## src/hw/rtl/rbsf_pkg.sv

```systemverilog
// Package for the record byte-stuffing framer.
// Types and constants shared by the front, queue, back and top level.
// No dependencies.
package rbsf_pkg;

  localparam int unsigned ByteW = 8;
  localparam int unsigned CountW = 9;
  localparam int unsigned QueueDepth = 4;
  localparam int unsigned QueuePtrW = $clog2(QueueDepth);
  localparam int unsigned QueueCntW = $clog2(QueueDepth + 1);

  localparam logic [ByteW-1:0] EscByte = 8'h5C;
  localparam logic [ByteW-1:0] DelimByte = 8'h00;

  // Output slots of one item, emitted lowest bit first
  localparam int unsigned SlotW = 6;
  localparam int unsigned SlotPre0 = 0;
  localparam int unsigned SlotPre1 = 1;
  localparam int unsigned SlotEsc = 2;
  localparam int unsigned SlotData = 3;
  localparam int unsigned SlotDlm0 = 4;
  localparam int unsigned SlotDlm1 = 5;

  typedef enum logic [1:0] {
    PH_ID      = 2'd0,
    PH_LEN     = 2'd1,
    PH_PAYLOAD = 2'd2
  } phase_e;

  // Classified item handed from front to back
  typedef struct packed {
    logic [ByteW-1:0] data;
    logic             pre;
    logic             esc;
    logic             dlm;
  } desc_t;

endpackage

```

## src/hw/rtl/record_byte_stuffing_framer_top.sv

```systemverilog
// Record byte-stuffing framer, top level.
// Input stream s_axis carries raw record bytes (id, length L, L+1 payload bytes).
// Output stream m_axis carries the escaped, delimited bytes; tlast marks the
// final output byte produced by each input item.
// Each input byte yields 1 to 4 output bytes: bytes 0x00 and 0x5C get a 0x5C
// escape in front, two 0x00 delimiters follow a record's last payload byte,
// and the first item after reset is preceded by two 0x00 bytes.
// Path: an accepted item passes the queue and then the output register before
// its first output byte shows, when the output side is free.
// Throughput: the back end emits one output byte per cycle while m_axis_tready
// is high; a four-entry queue lets the input side take a byte every cycle until
// the queue fills.
// Reset (rst_ni low, asynchronous) returns to expecting a record id, re-arms the
// leading delimiter pair and empties the queue and the output register.
// When m_axis_tready is low the output byte holds, the back end stops, and
// s_axis_tready drops once the queue is full.
// Depends on rbsf_pkg, rbsf_front, rbsf_queue, rbsf_back.
module record_byte_stuffing_framer_top
  import rbsf_pkg::*;
(
  input  logic       clk_i,
  input  logic       rst_ni,
  input  logic       s_axis_tvalid,
  output logic       s_axis_tready,
  input  logic [7:0] s_axis_tdata,   // [7:0] data_byte
  output logic       m_axis_tvalid,
  input  logic       m_axis_tready,
  output logic [7:0] m_axis_tdata,   // [7:0] out_byte
  output logic       m_axis_tlast    // last_of_run
);

  logic  push, full, pop, head_valid;
  desc_t push_desc, head_desc;

  assign s_axis_tready = !full;
  assign push          = s_axis_tvalid && !full;

  rbsf_front u_front (
    .clk_i  (clk_i),
    .rst_ni (rst_ni),
    .push_i (push),
    .data_i (s_axis_tdata),
    .desc_o (push_desc)
  );

  rbsf_queue u_queue (
    .clk_i        (clk_i),
    .rst_ni       (rst_ni),
    .push_i       (push),
    .push_desc_i  (push_desc),
    .full_o       (full),
    .pop_i        (pop),
    .head_valid_o (head_valid),
    .head_desc_o  (head_desc)
  );

  rbsf_back u_back (
    .clk_i        (clk_i),
    .rst_ni       (rst_ni),
    .head_valid_i (head_valid),
    .head_desc_i  (head_desc),
    .pop_o        (pop),
    .out_valid_o  (m_axis_tvalid),
    .out_ready_i  (m_axis_tready),
    .out_byte_o   (m_axis_tdata),
    .out_last_o   (m_axis_tlast)
  );

endmodule

```

## src/hw/rtl/rbsf_front.sv

```systemverilog
// Front end: accepts input bytes, tracks record phase and classifies each item.
// Depends on rbsf_pkg.
module rbsf_front
  import rbsf_pkg::*;
(
  input  logic             clk_i,
  input  logic             rst_ni,
  input  logic             push_i,
  input  logic [ByteW-1:0] data_i,
  output desc_t            desc_o
);

  phase_e              phase_q, phase_d;
  logic [CountW-1:0]   left_q, left_d;
  logic                pre_sent_q, pre_sent_d;
  logic                rec_end;

  assign rec_end = (phase_q == PH_PAYLOAD) && (left_q <= CountW'(1));

  // next state
  always_comb begin
    phase_d    = phase_q;
    left_d     = left_q;
    pre_sent_d = pre_sent_q;
    if (push_i) begin
      pre_sent_d = 1'b1;
      unique case (phase_q)
        PH_LEN: begin
          left_d  = CountW'(data_i) + CountW'(1);
          phase_d = PH_PAYLOAD;
        end
        PH_PAYLOAD: begin
          if (rec_end) begin
            left_d  = '0;
            phase_d = PH_ID;
          end else begin
            left_d = left_q - CountW'(1);
          end
        end
        default: phase_d = PH_LEN;
      endcase
    end
  end

  // outputs
  always_comb begin
    desc_o.data = data_i;
    desc_o.pre  = !pre_sent_q;
    desc_o.esc  = (data_i == DelimByte) || (data_i == EscByte);
    desc_o.dlm  = rec_end;
  end

  always_ff @(posedge clk_i or negedge rst_ni) begin
    if (!rst_ni) begin
      phase_q    <= PH_ID;
      left_q     <= '0;
      pre_sent_q <= 1'b0;
    end else begin
      phase_q    <= phase_d;
      left_q     <= left_d;
      pre_sent_q <= pre_sent_d;
    end
  end

endmodule

```

## src/hw/rtl/rbsf_queue.sv

```systemverilog
// Short queue of classified items between front and back.
// Depends on rbsf_pkg.
module rbsf_queue
  import rbsf_pkg::*;
(
  input  logic  clk_i,
  input  logic  rst_ni,
  input  logic  push_i,
  input  desc_t push_desc_i,
  output logic  full_o,
  input  logic  pop_i,
  output logic  head_valid_o,
  output desc_t head_desc_o
);

  desc_t                mem_q [QueueDepth];
  logic [QueuePtrW-1:0] wr_ptr_q, rd_ptr_q;
  logic [QueueCntW-1:0] cnt_q, cnt_d;

  assign full_o       = (cnt_q == QueueCntW'(QueueDepth));
  assign head_valid_o = (cnt_q != '0);
  assign head_desc_o  = mem_q[rd_ptr_q];

  always_comb begin
    cnt_d = cnt_q;
    if (push_i && !pop_i) begin
      cnt_d = cnt_q + QueueCntW'(1);
    end else if (pop_i && !push_i) begin
      cnt_d = cnt_q - QueueCntW'(1);
    end
  end

  always_ff @(posedge clk_i) begin
    if (push_i) begin
      mem_q[wr_ptr_q] <= push_desc_i;
    end
  end

  always_ff @(posedge clk_i or negedge rst_ni) begin
    if (!rst_ni) begin
      wr_ptr_q <= '0;
      rd_ptr_q <= '0;
      cnt_q    <= '0;
    end else begin
      cnt_q <= cnt_d;
      if (push_i) begin
        wr_ptr_q <= wr_ptr_q + QueuePtrW'(1);
      end
      if (pop_i) begin
        rd_ptr_q <= rd_ptr_q + QueuePtrW'(1);
      end
    end
  end

endmodule

```

## src/hw/rtl/rbsf_back.sv

```systemverilog
// Back end: expands each classified item into its output bytes, one per cycle
// unless the output stalls, into a registered output stage. Depends on rbsf_pkg.
module rbsf_back
  import rbsf_pkg::*;
(
  input  logic             clk_i,
  input  logic             rst_ni,
  input  logic             head_valid_i,
  input  desc_t            head_desc_i,
  output logic             pop_o,
  output logic             out_valid_o,
  input  logic             out_ready_i,
  output logic [ByteW-1:0] out_byte_o,
  output logic             out_last_o
);

  logic [SlotW-1:0] slots_q, slots_d;
  logic [ByteW-1:0] data_q;
  logic             valid_q, valid_d;
  logic [ByteW-1:0] byte_q, byte_d;
  logic             last_q, last_d;

  logic             adv;
  logic             take_new;
  logic [SlotW-1:0] cur_slots, new_slots, low_bit;
  logic [ByteW-1:0] cur_data;

  assign adv = !valid_q || out_ready_i;

  always_comb begin
    new_slots           = '0;
    new_slots[SlotPre0] = head_desc_i.pre;
    new_slots[SlotPre1] = head_desc_i.pre;
    new_slots[SlotEsc]  = head_desc_i.esc;
    new_slots[SlotData] = 1'b1;
    new_slots[SlotDlm0] = head_desc_i.dlm;
    new_slots[SlotDlm1] = head_desc_i.dlm;
  end

  // when the current item runs dry and the output can advance, the next one starts in the same cycle
  assign take_new  = adv && (slots_q == '0) && head_valid_i;
  assign pop_o     = take_new;
  assign cur_slots = (slots_q != '0) ? slots_q : (head_valid_i ? new_slots : '0);
  assign cur_data  = (slots_q != '0) ? data_q : head_desc_i.data;
  assign low_bit   = cur_slots & (~cur_slots + SlotW'(1));

  always_comb begin
    slots_d = slots_q;
    valid_d = valid_q;
    byte_d  = byte_q;
    last_d  = last_q;
    if (adv) begin
      slots_d = cur_slots & ~low_bit;
      valid_d = (cur_slots != '0);
      last_d  = ((cur_slots & ~low_bit) == '0);
      priority if (low_bit[SlotEsc]) begin
        byte_d = EscByte;
      end else if (low_bit[SlotData]) begin
        byte_d = cur_data;
      end else begin
        byte_d = DelimByte;
      end
    end
  end

  always_ff @(posedge clk_i) begin
    if (take_new) begin
      data_q <= head_desc_i.data;
    end
    byte_q <= byte_d;
    last_q <= last_d;
  end

  always_ff @(posedge clk_i or negedge rst_ni) begin
    if (!rst_ni) begin
      slots_q <= '0;
      valid_q <= 1'b0;
    end else begin
      slots_q <= slots_d;
      valid_q <= valid_d;
    end
  end

  assign out_valid_o = valid_q;
  assign out_byte_o  = byte_q;
  assign out_last_o  = last_q;

endmodule

```

## config.mk

```make
export PLATFORM = sky130hd
export DESIGN_NAME = record_byte_stuffing_framer_top
export DESIGN_NICKNAME = d
export VERILOG_FILES = /design/src/hw/rtl/rbsf_pkg.sv /design/src/hw/rtl/record_byte_stuffing_framer_top.sv /design/src/hw/rtl/rbsf_front.sv /design/src/hw/rtl/rbsf_queue.sv /design/src/hw/rtl/rbsf_back.sv
export SDC_FILE = /design/constraint.sdc
export NUM_CORES = 1
export LEC_CHECK = 0
export BUFFER_PORTS_ARGS = -buffer_cell sky130_fd_sc_hd__buf_4
export CAP_MARGIN = 0
export CORE_UTILIZATION = 47
export DETAILED_ROUTE_END_ITERATION = 12
export PLACE_DENSITY_LB_ADDON = 0.1
export SLEW_MARGIN = 15
export SYNTH_ARGS = -nofsm -noshare
export SYNTH_HDL_FRONTEND = slang
export SYNTH_SLANG_ARGS = --single-unit
export TNS_END_PERCENT = 1
```

## constraint.sdc

```tcl
create_clock -name clk_i -period 6.9 [get_ports clk_i]
set_input_delay 1.38 -clock clk_i [delete_from_list [all_inputs] [get_ports clk_i]]
set_output_delay 1.38 -clock clk_i [all_outputs]
set_load 0.02 [all_outputs]
```

==> results.toml, run 1 <==
[outcome]
outcome = "finished clean"

[synth]
synth.distinct_cells = 55
ys_seq_elements = 86
yosysSeqAreaShare_pct = 62.7
yosysWarnings = 0
async_flop_share_pct = 29.1
synthTopCellsByArea = "edfxtp_1 47%, dfrtp_1 16%, mux4_2 6.3%"
yosys.area.top_type_share_pct = 46.8
yosys.area.top_type = "edfxtp_1"
synthCells = 279
syn-num-nets = 303
synth_edf_count = 61
syn_area_per_cell_um2 = 14.0
synthesis.area_um2 = 3920
synth_ff_type = "edfxtp_1"

[grt]
antenna_found_initial = 0
track_usage_pct = 17.7
first_global_vias = 2308
grt_first_pass_wirelength_um = 11400
overflow = 0
grt_max_degree = 26

[setup_path]
crit_buf_inv = 1
crit_path_cell_trace = "or3b_2 > buf_4"
critPathSlowestCell = "or3b_2"
critPathCaptureType = "primary output"
worstPathArrival_ps = 1580
critPathTopFamily = "simple AND/OR/NAND/NOR gates"
cpPeakStageDelay_ps = 580
setup.worst_path.class = "reg -> out"
crit_required_ps = 5520
start_kind = "register"
crit_fanout = 8

[timing]
rsz0062_at_grt = "false"
clock_skew_ps = 16.4
period_share_pct = 42.9
finalWorstSetupSlack_ps = 3940
worstMarginPinSlew_ps = 793
fmax_mhz = 338
slew_headroom_pct = 47.2
setup_violations = 0
fin_crit_ps = 2960
finalMaxSlewViolations = 0
final-hold-violation-count = 0
setup_tns_ps = 0

[drt]
routed_via_density = 5.65
routedWlPerCell_um = 16.5
drc = 0
vias = 2323
drtIter0Drc = 133
dr.pass1.iters = 4
antenna_left = 0
drt-total-wl_um = 6780

[layout]
fin_area_um2 = 4370
final_cell_mix = "61 x edfxtp_1, 25 x dfrtp_1, 22 x buf_4"
final_common_cell = "edfxtp_1"
fin_util_pct = 55.4
final_nets = 328
diodes = 0
drive_gt1_share_pct = 18.8
area_growth_pct = 11.5

[clock_network]
clkLatencyLatePin_ps = 350
cts_hold_buf = 0
ctsResizeCount = 0
cts.sink_count = 86
path_clk_slew_ps = 90
cts_tree = "yes"
postCtsSetupBuffers = 0
numCtsBuffers = 9
cts-root-buf = "clkbuf_8"
ctsHtreeMaxLevel = 3
cts_max_path_buffers = 2

[place]
pre_cts_slack_ps = 3650
placed_area_um2 = 4170
place_congestion = 0.863
io_buffers = 22
hpwlAfterDp_um = 4700

[die]
design.core.area_um2 = 7890
num_rows = 32
die-area_um2 = 8700
fp.dieH_um = 93.3
die_x_um = 93.3
boundaryPins = 23
start_util_pct = 49.7

[pwr]
ir_drop_mv = 0.141
powerDensity_nw_per_um2 = 449
leakagePower_uw = 0.00165

[job]
max_cap_viol_count = 0

[hold_path]
min-delay-path-class = "reg -> reg"
==> tightest hold or removal path: cells and delay by family (launching register included) <==
kind,cells,cell delay (ps)
flip-flops,1,340
buffers and inverters,1,70
AND/OR/NAND/NOR,1,60
==> state kept, by name, indices dropped and copies added, names as in the netlist <==
name and flops:
u_queue.cnt_q 3, u_back.data_q 8, u_back.slots_q 5, u_queue.mem_q 44, u_back.out_valid_o 1, u_front.left_q 9, u_back.out_last_o 1, u_front.phase_q 2
u_back.out_byte_o 8, u_queue.rd_ptr_q 2, u_front.pre_sent_q 1, u_queue.wr_ptr_q 2
==> path summary, 6_finish.rpt <==
| path | startpoint | endpoint | slack, ps | depth (start not counted) |
|---|---|---|---|---|
| max | u_queue.cnt_q[0]$_DFFE_PN0P_ | s_axis_tready | 3940 | 2 |
| min | u_front.pre_sent_q$_DFFE_PN0P_ | u_front.pre_sent_q$_DFFE_PN0P_ | 490 | 2 |
| max reg2reg | u_back.slots_q[2]$_DFFE_PN0N_ | u_queue.cnt_q[1]$_DFFE_PN0P_ | 4330 | 7 |
| min reg2reg | u_front.pre_sent_q$_DFFE_PN0P_ | u_front.pre_sent_q$_DFFE_PN0P_ | 490 | 2 |
| max in group asynchronous | rst_ni | u_front.left_q[1]$_DFFE_PN0P_ | 5700 | 1 |
| min in group asynchronous | rst_ni | u_back.slots_q[2]$_DFFE_PN0N_ | 930 | 1 |
==> metal layers <==
metal / global-route usage, % / up-vias / share of wire (%)
met2: 28.6 / 48 / 48
met4: 8.21 / 0 / 2.2
met5: 0 / - / 0
met1: 23.6 / 1138 / 47
met3: 2.68 / 13 / 3.5
li1: - / 1124 / -
==> power breakdown <==
group	total (uW)	internal, uW	switching [uW]
clock	352	171	181
sequential	885	749	136
combinational	726	337	389
total	1960	1260	706
==> Yosys cell counts, drive strengths merged (2+ instances only) <==
| library cell | count |
|---|---|
| and3 | 4 |
| dfrtp | 25 |
| inv | 15 |
| a21o | 2 |
| a21oi | 8 |
| o21ai | 15 |
| mux2i | 8 |
| clkbuf | 4 |
| o31ai | 2 |
| xnor2 | 4 |
| nor2 | 18 |
| mux4 | 11 |
| or4 | 3 |
| or3 | 7 |
| nand2 | 17 |
| mux2 | 3 |
| a22o | 4 |
| xor2 | 5 |
| nor4 | 2 |
| buf | 4 |
| nand3 | 5 |
| a221o | 3 |
| nor4b | 2 |
| a211oi | 2 |
| ha | 11 |
| nor3 | 10 |
| edfxtp | 61 |
| a41oi | 2 |
| o31a | 3 |
==> logic make-up after synthesis <==
group / synth area share, %
flops: 62.7
simple gates: 9.90
compound gates: 9.39
buf+inv: 2.46
mux: 9.23
fa+ha+maj: 4.28
xor+xnor: 2.01
==> stage by stage <==
step	hold WS (ps)	cells	total power (uW)
after global placement	466	395	1620
final	494	411	1960
after global routing	547	411	2100
after detailed placement	478	395	1630
after CTS	499	411	1980
after floorplan	439	279	1440
==> final cells by class <==
cell class,instances,area [um2]
Tap cell,102,128
Multi-Input combinational cell,170,1360
Fill cell,668,3520
Clock buffer,10,128
Timing Repair Buffer,22,165
Sequential cell,86,2460
Inverter,15,56.3
Clock inverter,6,70.1
No activity file was read; power rests on OpenSTA's default activity.
==> run 2: changes to the inputs <==
--- a/config.mk
+++ b/config.mk
@@ -5,6 +5,7 @@
 export SDC_FILE = /design/constraint.sdc
 export NUM_CORES = 1
 export LEC_CHECK = 0
+export ABC_AREA = 1
 export BUFFER_PORTS_ARGS = -buffer_cell sky130_fd_sc_hd__buf_4
 export CAP_MARGIN = 0
 export CORE_UTILIZATION = 47
==> constraint.sdc (replaced) <==
create_clock -name clk_i -period 2.6 [get_ports clk_i]
set_input_delay 0.52 -clock clk_i [delete_from_list [all_inputs] [get_ports clk_i]]
set_output_delay 0.52 -clock clk_i [all_outputs]
set_load 0.02 [all_outputs]
==> run 2 against run 1 <==
Cell count grew 40%; die area up 6.9%; synthesized area grew 7.1%; setup slack worse by 3400 ps; via count grew 22%.
==> results.toml, run 2 <==
[drt]
vias = 2844
antenna_left = 0
routed_via_density = 4.93
drc = 0
routedWlPerCell_um = 13.4
drtIter0Drc = 108
dr.pass1.iters = 4
drt-total-wl_um = 7730

[pwr]
powerDensity_nw_per_um2 = 1230
switching_share_pct = 40.7
ir_drop_mv = 0.414
internal-power_uw = 3450
combPwrFrac_pct = 44.2
power_switching_uw = 2370
leakagePower_uw = 0.00211
pwr-share-clk_pct = 17.3
seqPwrFrac_pct = 38.5

[timing]
worstMarginPinSlew_ps = 558
setup_violations = 0
setup_tns_ps = 0
slew_headroom_pct = 62.8
rsz0062_at_grt = "false"
fmax_mhz = 479
period_share_pct = 80.2
final-hold-violation-count = 0
finalMaxSlewViolations = 0
fin_crit_ps = 2090
clock_skew_ps = 9.51

[hold_path]
min-delay-path-class = "in -> async"

[synth]
yosys-top-cells-count = "98 x nand2_1, 62 x inv_1, 61 x edfxtp_1"
yosys.area.top_type_share_pct = 43.7
yosysSeqAreaShare_pct = 58.6
yosysWarnings = 0
yosysMostFrequentCell = "nand2_1"
ys_seq_elements = 86
synth.distinct_cells = 35
async_flop_share_pct = 29.1
synth_ff_type = "edfxtp_1"
synthCells = 433
synthTopCellsByArea = "edfxtp_1 44%, dfrtp_1 15%, nand2_1 8.8%"
synthesis.area_um2 = 4200
syn-num-nets = 457
syn_area_per_cell_um2 = 9.69
synth_edf_count = 61
yosys.area.top_type = "edfxtp_1"

[place]
io_buffers = 22
hpwlAfterDp_um = 5530
post-place-cells = 562
place_congestion = 0.866

[setup_path]
critPathCaptureType = "register"
critPathSlowestCell = "dfrtp_1"
rrSetupSlack_ps = 510
crit_fanout = 14
cpPeakStageDelay_ps = 440
start_kind = "register"
crit_required_ps = 2840
crit_path_cell_trace = "nor2_2 > nand3_4 > nor2_8 > nand2_2 > ha_1 > inv_1 > fa_1 > nor2_1 > a21oi_1"
setup.worst_path.class = "reg -> reg"
worstPathArrival_ps = 2320

[clock_network]
path_clk_slew_ps = 90
cts_hold_buf = 0
postCtsSetupBuffers = 0
ctsHtreeMaxLevel = 3
cts.sink_count = 86
cts-root-buf = "clkbuf_8"
clkLatencyLatePin_ps = 350
numCtsBuffers = 9
ctsResizeCount = 0
cts_max_path_buffers = 2
cts_tree = "yes"

[die]
die_x_um = 96.5
design.core.area_um2 = 8680
boundaryPins = 23
fp.dieH_um = 96.5
die-area_um2 = 9310
start_util_pct = 48.3
num_rows = 34

[layout]
area_growth_pct = 12.4
final_cell_mix = "98 x nand2_1, 62 x inv_1, 61 x edfxtp_1"
drive_gt1_share_pct = 16.2
diodes = 0
fillers = 798
reg.largest.list = "u_queue.mem_q x44, u_front.left_q x9"
largest_reg_flops = 44
final_nets = 489
final_cells = 577
top_register = "u_queue.mem_q"
final_common_cell = "nand2_1"

[grt]
track_usage_pct = 19.1
overflow = 0
grt_max_degree = 29
antenna_found_initial = 0
grt_first_pass_wirelength_um = 13100
first_global_vias = 2817

[outcome]
outcome = "finished clean"

[job]
max_cap_viol_count = 0
[run 2: cell count changes in the layout (fill, tap and decap cells not counted), sizes merged, moves of 8 or more]
cell,change
mux2i,-8
nor3,-9
inv,+54
mux4,-11
a21oi,+9
o21ai,+11
nand3,+23
nor2,+33
nand2,+88
[run 2: stage by stage]
stage	instance area [um2]	setup slack [ps]	total power, uW	hold slack, ps	utilization, %
finish	4720	514	5820	72.4	54.4
global route	4720	274	6350	99.6	54.4
CTS	4720	485	5900	85.9	54.4
detailed placement	4510	342	4890	468	51.9
global placement	4510	359	4840	466	51.9
floorplan	4200	422	4210	224	-
[run 2: area by class of cell]
type                    instances  area, um2  share of cell area, %
well taps                     108        135                   2.86
clock buffers                   9        124                   2.63
repair buffers                 29        218                   4.62
multi-input cells             268       1430                   30.3
clock inverters                 6       86.3                   1.83
inverters                      71        267                   5.65
flip-flops and latches         86       2460                   52.1
[run 2: per-layer routing]
layer  GRT usage, %  wire, um
met1           23.2      3450
met2           33.7      3910
met3           3.05       276
met4           8.09        96
met5              0         0
[run 2: power by group through the flow]
| stage | Sequential, uW | Clock (uW) | Combinational [uW] |
|---|---|---|---|
| finish | 2240 | 1010 | 2580 |
| global placement | 2260 | 0 | 2570 |
| CTS | 2250 | 1030 | 2620 |
| floorplan | 2320 | 0 | 1890 |
| global route | 2300 | 1090 | 2960 |
| detailed placement | 2280 | 0 | 2610 |
[run 2: worst paths after layout]
check,start,to,depth (start not counted)
setup / recovery,u_back.slots_q[2]$_DFFE_PN0N_,u_queue.cnt_q[1]$_DFFE_PN0P_,9
hold / removal,rst_ni,u_back.slots_q[2]$_DFFE_PN0N_,1
setup reg to reg,u_back.slots_q[2]$_DFFE_PN0N_,u_queue.cnt_q[1]$_DFFE_PN0P_,9
hold reg to reg,u_front.left_q[4]$_DFFE_PN0P_,u_front.left_q[4]$_DFFE_PN0P_,2
max in group asynchronous,rst_ni,u_front.left_q[4]$_DFFE_PN0P_,1
min in group clk_i,s_axis_tdata[4],u_queue.mem_q[2][7]$_DFFE_PP_,1
[run 2: cell families after synthesis]
logic type      share of synthesized area (%)
compound gates                           7.66
simple gates                             20.0
flops                                    58.6
xor+xnor                                 2.71
fa+ha+maj                                3.76
buf+inv                                  7.34
[run 2: critical path, delay by kind of cell (launching register included)]
family,cells,cell delay (ps)
buf+inv,1,90
simple gates,5,780
fa+ha+maj,2,610
compound gates,1,50
flops,1,440
==> run 3: changes to the inputs <==
==> constraint.sdc (replaced) <==
create_clock -name clk_i -period 2.02 [get_ports clk_i]
set_input_delay 0.404 -clock clk_i [delete_from_list [all_inputs] [get_ports clk_i]]
set_output_delay 0.404 -clock clk_i [all_outputs]
set_load 0.02 [all_outputs]
==> run 3 against run 2 <==
Clock skew fell by 0.69 ps; highest routed layer unchanged; global-route usage fell by 0.13 points; cell count rose by 2.1%; largest cell class unchanged; critical path type unchanged; design area rose by 1.7%.
==> results.toml, run 3 (same netlist as run 2, synthesis figures left out) <==
[outcome]
outcome = "finished clean"

[setup_path]
start_kind = "register"
setup.worst_path.class = "reg -> reg"
crit_top_cell = "inv_2"
rrSetupSlack_ps = 150
critPathCaptureType = "register"
worstPathArrival_ps = 2110
crit_path_cell_trace = "inv_2 > nand3_1 > inv_2 > nor2_8 > nand2_2 > ha_1 > inv_1 > fa_2 > a21oi_1 > o21ai_0 > xor2_1"
crit_fanout = 3
crit_required_ps = 2260
critPathSlowestCell = "dfrtp_1"
cpPeakStageDelay_ps = 410

[clock_network]
cts.sink_count = 86
cts_tree = "yes"
path_clk_slew_ps = 90
ctsHtreeMaxLevel = 3
clkLatencyLatePin_ps = 360
numCtsBuffers = 9
cts-root-buf = "clkbuf_8"
cts_max_path_buffers = 2

[layout]
fillers = 796
reg.largest.list = "u_queue.mem_q x44, u_front.left_q x9"
diodes = 0
final_cell_mix = "98 x nand2_1, 61 x edfxtp_1, 60 x inv_1"
final_cells = 589
top_register = "u_queue.mem_q"
final_nets = 500
area_growth_pct = 14.3
final_common_cell = "nand2_1"
largest_reg_flops = 44
drive_gt1_share_pct = 18.7

[drt]
drc = 0
antenna_left = 0
routedWlPerCell_um = 13.2
drt-total-wl_um = 7750
dr.pass1.iters = 4
routed_via_density = 4.96
vias = 2922
drtIter0Drc = 122

[timing]
setup_violations = 0
clock_skew_ps = 8.82
period_share_pct = 92.6
fmax_mhz = 535
rsz0062_at_grt = "false"
finalMaxSlewViolations = 0
setup_tns_ps = 0
slew_headroom_pct = 75.6
worstMarginPinSlew_ps = 366
final-hold-violation-count = 0
fin_crit_ps = 1870

[place]
hpwlAfterDp_um = 5570
place_congestion = 0.884
io_buffers = 22
post-place-cells = 571

[die]
die-area_um2 = 9310
fp.dieH_um = 96.5
start_util_pct = 48.3
num_rows = 34
design.core.area_um2 = 8680
boundaryPins = 23
die_x_um = 96.5

[job]
max_cap_viol_count = 0

[grt]
grt_max_degree = 26
track_usage_pct = 19.0
overflow = 0
grt_first_pass_wirelength_um = 12900
antenna_found_initial = 0
first_global_vias = 2760

[hold_path]
min-delay-path-class = "in -> reg"

[pwr]
ir_drop_mv = 0.544
leakagePower_uw = 0.00215
powerDensity_nw_per_um2 = 1580
run 3: cell count changes in the layout (fill, tap and decap cells not counted), sizes merged:
| cell | before | now |
|---|---|---|
| buf | 29 | 39 |
| clkinv | 3 | 4 |
| clkinvlp | 1 | 2 |
| bufinv | 2 | 1 |
| dlygate4sd3 | 0 | 1 |
run 3: worst paths after layout:
check / start / endpoint / cells after the start
worst min-delay path: s_axis_tdata[4] / u_queue.mem_q[1][7]$_DFFE_PP_ / 1
max in group asynchronous: rst_ni / u_front.left_q[1]$_DFFE_PN0P_ / 2
worst min register to register: u_front.pre_sent_q$_DFFE_PN0P_ / u_front.pre_sent_q$_DFFE_PN0P_ / 2
min in group asynchronous: rst_ni / u_back.slots_q[1]$_DFFE_PN0N_ / 2
worst max-delay path: u_queue.cnt_q[2]$_DFFE_PN0P_ / u_queue.cnt_q[2]$_DFFE_PN0P_ / 11
worst max register to register: u_queue.cnt_q[2]$_DFFE_PN0P_ / u_queue.cnt_q[2]$_DFFE_PN0P_ / 11
run 3: per-layer routing:
layer / wire, um / share of wire, % / track usage [%]
met4: 213 / 2.7 / 9.68
met2: 3800 / 49 / 32.8
met3: 244 / 3.1 / 3.36
met1: 3490 / 45 / 22.7
met5: 0 / 0 / 0
run 3: timing repair:
action,in CTS,in global routing
hold buffers,1,0
buffers inserted,0,1
resized for setup,0,2
endpoints found under the setup margin,0,1
endpoints found under the hold margin,25,0
run 3: report_power, final:
part | switching [uW] | leakage (uW) | internal, uW
registers | 286 | 0.000866 | 2610
clock network | 623 | 0.0000956 | 573
logic | 2200 | 0.00119 | 1270
run 3: final cells by class:
class / count / area [um2] / area share (%)
Tap cell: 108 / 135 / 2.82
Clock inverter: 7 / 72.6 / 1.51
Inverter: 71 / 267 / 5.56
Multi-Input combinational cell: 268 / 1440 / 30.0
Clock buffer: 9 / 124 / 2.58
Sequential cell: 86 / 2460 / 51.2
Timing Repair Buffer: 40 / 303 / 6.31
run 3: through the flow:
stage          hold slack (ps)  total power (uW)  cell area [um2]  setup WS [ps]  util [%]
2_1_floorplan              108              5430             4200           24.0         -
3_3_place_gp               346              6320             4580            105      52.8
3_5_place_dp               346              6430             4580           18.7      52.8
4_1_cts                    265              7640             4790           9.46      55.1
5_1_grt                    257              8270             4800           33.2      55.3
6_report                   273              7570             4800            150      55.3
run 3: worst max-delay path: cells and delay by family (launching register included):
| kind | cells | cell delay, ps |
|---|---|---|
| adder cells (fa/ha/maj) | 2 | 480 |
| buffers and inverters | 3 | 250 |
| AO/OA/AOI/OAI | 2 | 250 |
| XOR/XNOR | 1 | 150 |
| flip-flops | 1 | 410 |
| AND/OR/NAND/NOR | 3 | 220 |
